<file path="src/hw/rtl/kmpc_pkg.sv">
`default_nettype none

package kmpc_pkg;

  // stored failure link meaning "no fallback"
  localparam logic [4:0] NO_LINK = 5'd31;

  // saturation limit of the match total
  localparam logic [15:0] COUNT_MAX = 16'hFFFF;

  // configuration register indexes
  localparam logic [1:0] CFG_PATTERN_LOW    = 2'd0;
  localparam logic [1:0] CFG_PATTERN_HIGH   = 2'd1;
  localparam logic [1:0] CFG_PATTERN_LENGTH = 2'd2;

  // one text byte as queued between front and back
  typedef struct packed {
    logic       last;
    logic       start;
    logic [7:0] char_val;
  } item_t;

  // pattern registers as seen by the back part
  typedef struct packed {
    logic [127:0] pattern;
    logic [4:0]   length;
  } pat_cfg_t;

  // byte i of the 16-byte pattern
  function automatic logic [7:0] pat_byte(input logic [127:0] p, input logic [3:0] i);
    return p[{i, 3'b000} +: 8];
  endfunction

endpackage

`default_nettype wire

</file>
<file path="src/hw/rtl/kmpc_front.sv">
`default_nettype none

module kmpc_front (
  input  wire logic              clk,
  input  wire logic              rst,
  // configuration channel
  input  wire logic              cfg_valid,
  output logic                   cfg_ready,
  input  wire logic [1:0]        cfg_index,
  input  wire logic [63:0]       cfg_data,
  // text byte stream
  input  wire logic              s_tvalid,
  output logic                   s_tready,
  input  wire logic [7:0]        s_tdata,
  input  wire logic              s_tuser,
  input  wire logic              s_tlast,
  // queue towards the back part
  output logic                   q_valid,
  output kmpc_pkg::item_t        q_item,
  input  wire logic              q_pop,
  output kmpc_pkg::pat_cfg_t     cfg
);

  logic [63:0]     pattern_low;
  logic [63:0]     pattern_high;
  logic [4:0]      pattern_length;
  kmpc_pkg::item_t q_mem [2];
  logic            wr_ptr;
  logic            rd_ptr;
  logic [1:0]      q_count;
  logic            push;

  // configuration registers, always writable
  assign cfg_ready = 1'b1;

  always_ff @(posedge clk) begin
    if (rst) begin
      pattern_low    <= '0;
      pattern_high   <= '0;
      pattern_length <= 5'd1;
    end else if (cfg_valid) begin
      case (cfg_index)
        kmpc_pkg::CFG_PATTERN_LOW:    pattern_low    <= cfg_data;
        kmpc_pkg::CFG_PATTERN_HIGH:   pattern_high   <= cfg_data;
        kmpc_pkg::CFG_PATTERN_LENGTH: pattern_length <= cfg_data[4:0];
        default: ;
      endcase
    end
  end

  assign cfg.pattern = {pattern_high, pattern_low};
  assign cfg.length  = pattern_length;

  // two-entry queue of accepted bytes
  assign s_tready = (q_count != 2'd2);
  assign push     = s_tvalid && s_tready;
  assign q_valid  = (q_count != 2'd0);
  assign q_item   = q_mem[rd_ptr];

  always_ff @(posedge clk) begin
    if (push) begin
      q_mem[wr_ptr] <= '{last: s_tlast, start: s_tuser, char_val: s_tdata};
    end
  end

  always_ff @(posedge clk) begin
    if (rst) begin
      wr_ptr  <= 1'b0;
      rd_ptr  <= 1'b0;
      q_count <= 2'd0;
    end else begin
      if (push) wr_ptr <= ~wr_ptr;
      if (q_pop) rd_ptr <= ~rd_ptr;
      case ({push, q_pop})
        2'b10:   q_count <= q_count + 2'd1;
        2'b01:   q_count <= q_count - 2'd1;
        default: q_count <= q_count;
      endcase
    end
  end

endmodule

`default_nettype wire

</file>
<file path="src/hw/rtl/kmpc_back.sv">
`default_nettype none

module kmpc_back #(
  parameter int MAX_PATTERN = 16
) (
  input  wire logic              clk,
  input  wire logic              rst,
  input  wire logic              q_valid,
  input  wire kmpc_pkg::item_t   q_item,
  output logic                   q_pop,
  input  wire kmpc_pkg::pat_cfg_t cfg,
  // result stream
  output logic                   m_tvalid,
  input  wire logic              m_tready,
  output logic [15:0]            m_tdata,
  output logic                   m_tuser,
  output logic                   m_tlast
);

  localparam int DEPTH = MAX_PATTERN + 1;
  localparam int AW    = $clog2(DEPTH);

  localparam logic [1:0] S_IDLE  = 2'd0;
  localparam logic [1:0] S_BUILD = 2'd1;
  localparam logic [1:0] S_WALK  = 2'd2;

  logic [1:0]   state;
  logic [127:0] pat;
  logic [4:0]   len;
  logic [4:0]   pos;
  logic [4:0]   bj;
  logic [4:0]   bk;
  logic [7:0]   char_val;
  logic         last;
  logic [4:0]   border;
  logic [15:0]  count;
  logic [15:0]  count_next;
  logic [4:0]   link_tab [DEPTH];

  logic [4:0]   len_clamp;
  logic [4:0]   tab_addr;
  logic [4:0]   rd;
  logic [7:0]   pj;
  logic [7:0]   pk;
  logic [7:0]   pj1;
  logic [7:0]   pk1;
  logic         bcond;
  logic [4:0]   bj1;
  logic [4:0]   bk1;
  logic [4:0]   wval;
  logic [4:0]   bk_fall;
  logic         tab_we;
  logic [7:0]   pc;
  logic         adv;
  logic [4:0]   wj1;
  logic [4:0]   fall;
  logic         hit;
  logic [4:0]   end_pos;
  logic         can_load;
  logic         load;

  // length clamped to the supported range
  always_comb begin
    if (cfg.length == 5'd0) begin
      len_clamp = 5'd1;
    end else if (cfg.length > 5'(MAX_PATTERN)) begin
      len_clamp = 5'(MAX_PATTERN);
    end else begin
      len_clamp = cfg.length;
    end
  end

  // table build step
  assign pj      = kmpc_pkg::pat_byte(pat, bj[3:0]);
  assign pk      = kmpc_pkg::pat_byte(pat, bk[3:0]);
  assign bcond   = (bk == kmpc_pkg::NO_LINK) || (pj == pk);
  assign bj1     = bj + 5'd1;
  assign bk1     = bk + 5'd1;
  assign pj1     = kmpc_pkg::pat_byte(pat, bj1[3:0]);
  assign pk1     = kmpc_pkg::pat_byte(pat, bk1[3:0]);
  assign wval    = ((bj1 < len) && (pj1 == pk1)) ? rd : bk1;
  assign bk_fall = (rd >= bk) ? kmpc_pkg::NO_LINK : rd;
  assign tab_we  = (state == S_BUILD) && (bj < len) && bcond;

  // single table read port, shared by build and walk
  assign tab_addr = (state == S_BUILD) ? (bcond ? bk1 : bk) : pos;
  assign rd = (tab_addr < 5'(DEPTH)) ? link_tab[tab_addr[AW-1:0]] : kmpc_pkg::NO_LINK;

  // one walk step along the failure links
  assign pc       = kmpc_pkg::pat_byte(pat, pos[3:0]);
  assign adv      = (pos == kmpc_pkg::NO_LINK) || (char_val == pc);
  assign wj1      = pos + 5'd1;
  assign fall     = (rd >= pos) ? kmpc_pkg::NO_LINK : rd;
  assign hit      = (wj1 >= len);
  assign end_pos  = hit ? ((border >= len) ? 5'd0 : border) : wj1;
  assign can_load = !m_tvalid || m_tready;
  assign load     = (state == S_WALK) && adv && can_load;
  assign q_pop    = (state == S_IDLE) && q_valid;

  // saturating total
  assign count_next = (hit && (count != kmpc_pkg::COUNT_MAX)) ? count + 16'd1 : count;

  // failure table storage
  always_ff @(posedge clk) begin
    if (q_pop && q_item.start) begin
      link_tab[0] <= kmpc_pkg::NO_LINK;
    end else if (tab_we) begin
      link_tab[bj1[AW-1:0]] <= wval;
    end
  end

  // sequencer and match state
  always_ff @(posedge clk) begin
    if (rst) begin
      state <= S_IDLE;
      pat   <= '0;
      len   <= 5'd1;
      pos   <= 5'd0;
      count <= 16'd0;
    end else begin
      case (state)
        S_IDLE: begin
          if (q_valid) begin
            if (q_item.start) begin
              pat   <= cfg.pattern;
              len   <= len_clamp;
              pos   <= 5'd0;
              state <= S_BUILD;
            end else begin
              pos   <= (pos >= len) ? 5'd0 : pos;
              state <= S_WALK;
            end
          end
        end
        S_BUILD: begin
          if (bj >= len) begin
            state <= S_WALK;
          end
        end
        S_WALK: begin
          if (adv) begin
            if (can_load) begin
              pos   <= end_pos;
              count <= count_next;
              state <= S_IDLE;
            end
          end else begin
            pos <= fall;
          end
        end
        default: state <= S_IDLE;
      endcase
    end
  end

  // build indexes, current byte and border of the whole pattern
  always_ff @(posedge clk) begin
    if (q_pop) begin
      char_val <= q_item.char_val;
      last     <= q_item.last;
      if (q_item.start) begin
        bj <= 5'd0;
        bk <= kmpc_pkg::NO_LINK;
      end
    end else if (state == S_BUILD && bj < len) begin
      if (bcond) begin
        bj <= bj1;
        bk <= bk1;
        if (bj1 == len) border <= wval;
      end else begin
        bk <= bk_fall;
      end
    end
  end

  // output register
  always_ff @(posedge clk) begin
    if (rst) begin
      m_tvalid <= 1'b0;
    end else if (load) begin
      m_tvalid <= 1'b1;
    end else if (m_tready) begin
      m_tvalid <= 1'b0;
    end
  end

  always_ff @(posedge clk) begin
    if (load) begin
      m_tdata <= count_next;
      m_tuser <= hit;
      m_tlast <= last;
    end
  end

endmodule

`default_nettype wire

</file>
<file path="src/hw/rtl/kmp_pattern_match_counter_top.sv">
`default_nettype none

// channel   dir  handshake             payload
// cfg       in   cfg_valid/cfg_ready   cfg_index, cfg_data
// s_        in   s_tvalid/s_tready     tdata text_char, tuser text_start, tlast text_last
// m_        out  m_tvalid/m_tready     tdata match_total, tuser match_found, tlast text_done
//
// a text byte is popped in S_IDLE, then S_WALK follows failure links until it advances
// a text start byte first rebuilds the failure table in S_BUILD before the walk
// build and walk share the single failure table read port in the back part
// reset empties the queue and output register, no clearing pass is run
// a two-entry queue keeps input flowing while a result waits on m_tready

module kmp_pattern_match_counter_top #(
  parameter int MAX_PATTERN = 16
) (
  input  wire logic        clk,
  input  wire logic        rst,
  input  wire logic        cfg_valid,
  output logic             cfg_ready,
  input  wire logic [1:0]  cfg_index,
  input  wire logic [63:0] cfg_data,
  input  wire logic        s_tvalid,
  output logic             s_tready,
  input  wire logic [7:0]  s_tdata,  // [7:0] text_char
  input  wire logic        s_tuser,  // [0] text_start
  input  wire logic        s_tlast,
  output logic             m_tvalid,
  input  wire logic        m_tready,
  output logic [15:0]      m_tdata,  // [15:0] match_total
  output logic             m_tuser,  // [0] match_found
  output logic             m_tlast
);

  logic                q_valid;
  logic                q_pop;
  kmpc_pkg::item_t     q_item;
  kmpc_pkg::pat_cfg_t  cfg;

  // accept and queue
  kmpc_front u_front (
    .clk       (clk),
    .rst       (rst),
    .cfg_valid (cfg_valid),
    .cfg_ready (cfg_ready),
    .cfg_index (cfg_index),
    .cfg_data  (cfg_data),
    .s_tvalid  (s_tvalid),
    .s_tready  (s_tready),
    .s_tdata   (s_tdata),
    .s_tuser   (s_tuser),
    .s_tlast   (s_tlast),
    .q_valid   (q_valid),
    .q_item    (q_item),
    .q_pop     (q_pop),
    .cfg       (cfg)
  );

  // rebuild, walk and count
  kmpc_back #(
    .MAX_PATTERN (MAX_PATTERN)
  ) u_back (
    .clk      (clk),
    .rst      (rst),
    .q_valid  (q_valid),
    .q_item   (q_item),
    .q_pop    (q_pop),
    .cfg      (cfg),
    .m_tvalid (m_tvalid),
    .m_tready (m_tready),
    .m_tdata  (m_tdata),
    .m_tuser  (m_tuser),
    .m_tlast  (m_tlast)
  );

endmodule

`default_nettype wire

</file>
<file path="config.mk">
export PLATFORM = sky130hd
export DESIGN_NAME = kmp_pattern_match_counter_top
export DESIGN_NICKNAME = d
export VERILOG_FILES = /design/src/hw/rtl/kmpc_pkg.sv /design/src/hw/rtl/kmpc_front.sv /design/src/hw/rtl/kmpc_back.sv /design/src/hw/rtl/kmp_pattern_match_counter_top.sv
export SDC_FILE = /design/constraint.sdc
export NUM_CORES = 1
export LEC_CHECK = 0
export BUFFER_PORTS_ARGS = -buffer_cell sky130_fd_sc_hd__buf_2
export CAP_MARGIN = 20
export CORE_MARGIN = 10
export CORE_UTILIZATION = 46
export CTS_BUF_LIST = sky130_fd_sc_hd__clkbuf_16
export DETAILED_ROUTE_END_ITERATION = 10
export PLACE_DENSITY = 0.66
export REMOVE_ABC_BUFFERS = 1
export SYNTH_ARGS = -nofsm -noshare
export SYNTH_HDL_FRONTEND = slang
export SYNTH_HIERARCHICAL = 1
export SYNTH_SLANG_ARGS = --single-unit
</file>
<file path="constraint.sdc">
create_clock -name clk -period 5.5 [get_ports clk]
set_clock_uncertainty 0.1 [all_clocks]
set_input_delay 1.1 -clock clk [delete_from_list [all_inputs] [get_ports clk]]
set_output_delay 1.1 -clock clk [all_outputs]
set_load 0.02 [all_outputs]
</file>
[Yosys cells after proc, flatten, opt, wreduce, memory -nomap -nowiden]
Memory sizes are Yosys's and may differ from the RTL's. A register that Yosys moved wholly into a read port is not among the register bits.
Index checks and enable logic that the tools add are counted.
Storage, ports and cells
  flip-flop bits (word level): 336
  bits in writable memories: 105
  input port bits: 81
  output and inout port bits: 21
  logic and storage cells: 146
  memories: 2
Cells by class
  add/sub/neg operators: 6
  order comparisons: 10
  equality and inequality tests: 21
  shift-type cells: 5
  muxes and demuxes: 46
  bitwise operators: 3
  reduce and logical (&&, ||, !) cells: 33
Memories
  u_back.link_tab: depth 17, width 5, rd ports 1, clocked after Yosys merged registers in 0, write ports 1, RTL line kmpc_back.sv:38  | logic [4:0] link_tab [DEPTH];
  u_front.q_mem: depth 2, width 10, rd ports 1, clocked after Yosys merged registers in 1, write ports 1, RTL line kmpc_front.sv:27  | kmpc_pkg::item_t q_mem [2];
Operators by type and width (number)
  $shiftx A128 B8 Y8: 5
  $mux W5: 25
  $ge A5 B5 Y1: 6
  $eq A8 B8 Y1: 3
  $add A16 B1 Y16 const B: 1
  $mux W16: 1
  $ne A16 B16 Y1 const B: 1
  $add A5 B1 Y5 const B: 3
  $mux W1: 12
  $reduce_and A4 Y1: 3
  $reduce_bool A2 Y1: 6
  $eq A5 B5 Y1 const B: 2
  $lt A5 B5 Y1: 2
  $mux W2: 5
  $pmux W5 S2: 1
  $logic_and A1 B1 Y1: 9
  $reduce_and A3 Y1: 3
  $ne A2 B1 Y1 const B: 4
  $reduce_and A2 Y1: 4
  $eq A2 B1 Y1 const B: 3
  $eq A2 B2 Y1 const B: 3
  $pmux W2 S3: 1
  $eq A5 B5 Y1: 1
  $gt A5 B5 Y1 const B: 1
  other kinds (13): 19

[Logic depth before layout (Yosys ltp)]
  depth in word-level cells: 12
  depth in mapped cells: 26
  depth with buffers taken out: 22

[Cells and area by module]
The synthesis kept the hierarchy.
Modules (own cells, without submodules)
  kmpc_back: instances 1, cells an instance 1571, area an instance 17192.7 um^2, sequential area each 6956.7 um^2
  kmpc_front: instances 1, cells an instance 632, area an instance 5571.6 um^2, sequential area each 3363.2 um^2

[Least setup slack after synthesis]
No wires, ideal clock.
  path type: reg-to-reg
  start point: register u_back.bk[1]
  end point: register u_back.bk[0] (data pin)
  library setup time: 261 ps
  data arrival time: 5138 ps
  required time: 5139 ps
  path slack: 1 ps
  stages on the path, launching flop included: 26
  buffers on the path: 5
  clock period less this slack: 5499 ps
  cells stage by stage: edfxtp_1 > clkbuf_1 > clkbuf_1 > mux4_2 > a22oi_1 > nand2_1 > xor2_1 > or4_4 > or4_4 > and3_1 > buf_6 > buf_12 > mux2_4 > o22ai_2 > nor3_2 > o31ai_4 > inv_1 > ha_1 > a21o_1 > a21oi_1 > nor2b_1 > o21ai_0 > and3_1 > buf_1 > a22o_1 > a21oi_1
On the way
  longest elaborated chain between the ends: 12
  elaborated cells between the ends (all ways): 15
  those cells by class: add/sub: 1; order compare: 2; eq/ne: 2; shift: 1; mux: 7; reduce/logical: 1; memory: 1
RTL lines
  start: declaration: RTL line kmpc_back.sv:32  | logic [4:0] bk;
  start signal: assignment: RTL line kmpc_back.sv:163  | bk <= kmpc_pkg::NO_LINK;
  start signal: assignment: RTL line kmpc_back.sv:168  | bk <= bk1;
  start signal: assignment: RTL line kmpc_back.sv:171  | bk <= bk_fall;
  $shiftx A128 B8 Y8: RTL line kmpc_pkg.sv:31  | return p[{i, 3'b000} +: 8];
  $eq A8 B8 Y1: RTL line kmpc_back.sv:76  | assign bcond = (bk == kmpc_pkg::NO_LINK) || (pj == pk);
  $logic_or A1 B1 Y1: RTL line kmpc_back.sv:76
  $mux W5 (2 in a row): RTL line kmpc_back.sv:86  | assign tab_addr = (state == S_BUILD) ? (bcond ? bk1 : bk) : pos;
  $mem_v2 Z17 W5 or $lt A5 B5 Y1 (tied branches)
  $mux W5: RTL line kmpc_back.sv:87  | assign rd = (tab_addr < 5'(DEPTH)) ? link_tab[tab_addr[AW-1:0]] : kmpc_pkg::NO_LINK;
  $ge A5 B5 Y1: RTL line kmpc_back.sv:82  | assign bk_fall = (rd >= bk) ? kmpc_pkg::NO_LINK : rd;
  $mux W5: RTL line kmpc_back.sv:82
  $mux W5 (*): RTL line kmpc_back.sv:166  | if (bcond) begin
  $mux W5 (*): RTL line kmpc_back.sv:165  | end else if (state == S_BUILD && bj < len) begin
  $mux W5 (*): RTL line kmpc_back.sv:158  | if (q_pop) begin
Mark *: on every way between the ends. The rest lies on a longest branch, timed or not. The select of a mux whose other input is x is not followed.
A chain may end at the register's enable or synchronous reset.

[Final worst setup path]
  start point: register u_back.bj[0]
  end point: register u_back.pos[4]
On the way
  longest elaborated chain between the ends: 11
  elaborated cells between the ends (all ways): 12
  those cells by class: order compare: 2; eq/ne: 1; shift: 1; mux: 6; reduce/logical: 1; memory: 1
RTL lines
  start: declaration: RTL line kmpc_back.sv:31  | logic [4:0] bj;
  start signal: assignment: RTL line kmpc_back.sv:167  | bj <= bj1;
  $shiftx A128 B8 Y8 (*): RTL line kmpc_pkg.sv:31
  $eq A8 B8 Y1 (*): RTL line kmpc_back.sv:76
  $logic_or A1 B1 Y1 (*): RTL line kmpc_back.sv:76
  $mux W5 (*) (2 in a row): RTL line kmpc_back.sv:86
  $mem_v2 Z17 W5 or $lt A5 B5 Y1 (tied branches)
  $mux W5 (*): RTL line kmpc_back.sv:87
  $ge A5 B5 Y1: RTL line kmpc_back.sv:93  | assign fall = (rd >= pos) ? kmpc_pkg::NO_LINK : rd;
  $mux W5 (*): RTL line kmpc_back.sv:93
  $mux W5 (*): RTL line kmpc_back.sv:141  | if (adv) begin
  $pmux W5 S2 (*): RTL line kmpc_back.sv:121  | case (state)
  end signal: assignment: RTL line kmpc_back.sv:130  | pos <= (pos >= len) ? 5'd0 : pos;
  end signal: assignment: RTL line kmpc_back.sv:143  | pos <= end_pos;
  end signal: assignment: RTL line kmpc_back.sv:148  | pos <= fall;
  end: declaration: RTL line kmpc_back.sv:30  | logic [4:0] pos;
Mark *: on every way between the ends. The rest lies on a longest branch, timed or not.

==> run metrics <==
status finished, violations left; failing checks negative setup slack; DP HPWL between 40 and 50 mm; Req. time, crit path ~5900 ps; Slew @ Worst Pin about 1000 ps; Setup TNS Final -73.97 ps; # rows 81; CTS tree yes; P per Cell Area around 460 nW/um^2; Distinct cells, synth between 70 and 80; synth warn 6; initial core utilization 0.4650; clock sink total 442; detailed-route wire length per cell about 21 um; Final Instance Area around 27000 um^2; flop and latch count out of synthesis between 400 and 500; mapped cell area 22760 um^2; final setup fails 7; met3 wire length around 4.7 mm; Total GRT Usage 0.2131; number of port buffers 100; Area Growth Syn to Fin 16.93%; CP max-delay cell mux4_2; Net Sw Frac 0.3731; Vias/cell just under 6; Detail Route Antenna Nets 0; synthesized area per cell between 10 and 15 um^2; crit path max fanout 6; Fmax 0.1805 GHz; min-delay worst type reg2reg; Num CTS Buffers 46; drt pass-1 iters 5; clk slew on worst S/H paths about 60 ps; DRC viols 0; placer congestion estimate between 0.9 and 1; Fin. Hold Viols 0; Peak VDD IR around 310 uV; placed cell count about 2900; startpoint types flop; min setup slack post-route -38.75 ps; final WL about 65 mm; top cells by count, synth nand2_1, dfxtp_1, a21oi_1, mux4_2, edfxtp_1; CTS root buf clkbuf_16; crit path cell chain buf_12 -> buf_8 -> mux4_2 -> a22oi_1 -> nand2_2 -> xor2_2 -> or4_4 -> or4_4 -> and3_4 -> buf_4 -> mux2_4 -> o22ai_2 -> nor3_2 -> o31ai_4 -> inv_2 -> ha_1 -> a21oi_2 -> nor2b_1 -> o21ai_1 -> nand2b_1 -> a21o_1 -> nor2b_4 -> a221oi_2 -> o21ai_1; initial antenna violation count 1; Pins Over Slew Limit 0; worst path bufs/invs 4; sequential area share after synthesis 0.4533; WL met2 around 32 mm; number of I/O pins roughly 100; DP Area about 25000 um^2; largest net degree at the start of global routing between 150 and 200; main flop type after synthesis dfxtp_1; grt ovf 0; clock latency at the later pin of the worst-skew pair ~590 ps; internal cell power a little under 8000 uW; Sequential Power Share 0.312; layout cells sized above 1 0.2523; Pleak 0.009558 uW; Power Total approximately 12000 uW; initial DRC count 1845; fin util 0.5438; routed via count 18197; Mapped Cells 2203; first-pass GRT wire length slightly above 100 mm; nets ~2500; vias in the first global route 17925; Synth area leaders dfxtp_1, edfxtp_1, mux4_2, nand2_1, a21oi_1; Routed met1 length around 26 mm; most frequent cell after synthesis nand2_1; fraction of registers with async set/reset 0; Die ar. around 59000 um^2; Largest stage delay, worst path approximately 550 ps; crit end category flop; sw power around 4600 uW; critical path type reg2reg; area of the core 48950 um^2; final worst path period share 1.007; Maximum Capacitance Violations 0; area leader, netlist dfxtp_1; Clock H-tree levels 2; CTS max path bufs 3; Data arrival, critical path a little under 6000 ps; delay-heaviest family, CP simple AND/OR/NAND/NOR gates; unrepaired setup endpoints after global routing yes; die width ~240 um; number of synthesized flops with an enable pin about 150; Top Layer Used met4; Non-Filler Instances around 3100; min Tclk post-route around 5500 ps; Die Span Y 242.5 um; clock share of power 0.245; Rel. slew slack 0.3112; Comb pwr share 0.443; Synth top area share 0.2594
## flip-flops by register name, summed over array words and instances, names as in the netlist, 8 cells and up, named ones only
| register | flops |
|---|---|
| u_back/m_tdata | 16 |
| u_back/char_val | 8 |
| u_front/q_mem | 20 |
| u_back/count | 16 |
| u_front/pattern_high | 64 |
| u_back/link_tab | 85 |
| u_back/pat | 128 |
| u_front/pattern_low | 64 |
## stage by stage
step | worst slack [ps] | hold WS [ps]
after floorplan | -2666 | 300.3
after global placement | -114.8 | 337.7
after detailed placement | -266.6 | 343.4
after CTS | -16.30 | 348.6
after global routing | -221.0 | 366.9
final | -38.75 | 350.3
## what timing repair did
item,in CTS,in global routing
hold buffers,0,0
cloned,2,3
endpoints found under the hold margin,0,0
setup buffers,8,17
gates resized for setup,15,69
pin swaps,1,28
endpoints found under the setup margin,27,10
## tightest hold or removal path: stages, from the launching register on
cell	delay, ps
dfxtp_1	310
nand2_1	50
a21oi_1	50
## final timing paths
path,end,startpoint,cells past startpoint,slack [ps]
max,u_back/pos[4],u_back/bj[0],24,-40
min,u_back/pat[108],u_front/pattern_high[44],2,350
max reg2reg,u_back/pos[4],u_back/bj[0],24,-40
min reg2reg,u_back/pat[108],u_front/pattern_high[44],2,350
## cell usage in the layout (no fill, tap or decap), drive strengths merged, types with 16 or more instances in the layout
cell type and instances:
a21oi 291, a22oi 36, buf 257, clkbuf 52, dfxtp 295, edfxtp 147
ha 42, inv 53, mux2 26, mux2i 40, mux4 176, nand2 592
nand2b 16, nand3 23, nor2 61, nor2b 19, o21ai 31, xnor2 28
xor2 28
## metal layers
metal	vias to the layer above	track usage
met5	-	0
met4	0	0.08397
met3	170	0.03296
met2	796	0.3596
met1	8971	0.2700
li1	8260	-
## cells by family after synthesis
kind of cell,count (synthesis),synth area share
AO/OA/AOI/OAI,430,0.1085
AND/OR/NAND/NOR,795,0.1475
XOR/XNOR,56,0.02155
other,1,0.0001647
adder cells (fa/ha/maj),42,0.02308
multiplexers,242,0.2059
buffers and inverters,195,0.04001
flip-flops,442,0.4533
## layout make-up
type	instances	area, um^2
timing repair buffer	262	2047
clock inverter	38	262.8
inverter	34	127.6
fill	4235	22330
sequential	442	10320
tap	664	830.8
multi-input combinational	1566	11830
antenna	1	2.502
clock buffer	48	1201
## power by group through the flow
stage,clock [uW],combinational [uW],sequential (uW)
after CTS,3070,5010,3820
final,3010,5450,3830
after detailed placement,0,4860,3890
after floorplan,0,2780,4040
after global routing,3190,5810,3850
after global placement,0,4770,3880
(Power assumes the default switching activity.)
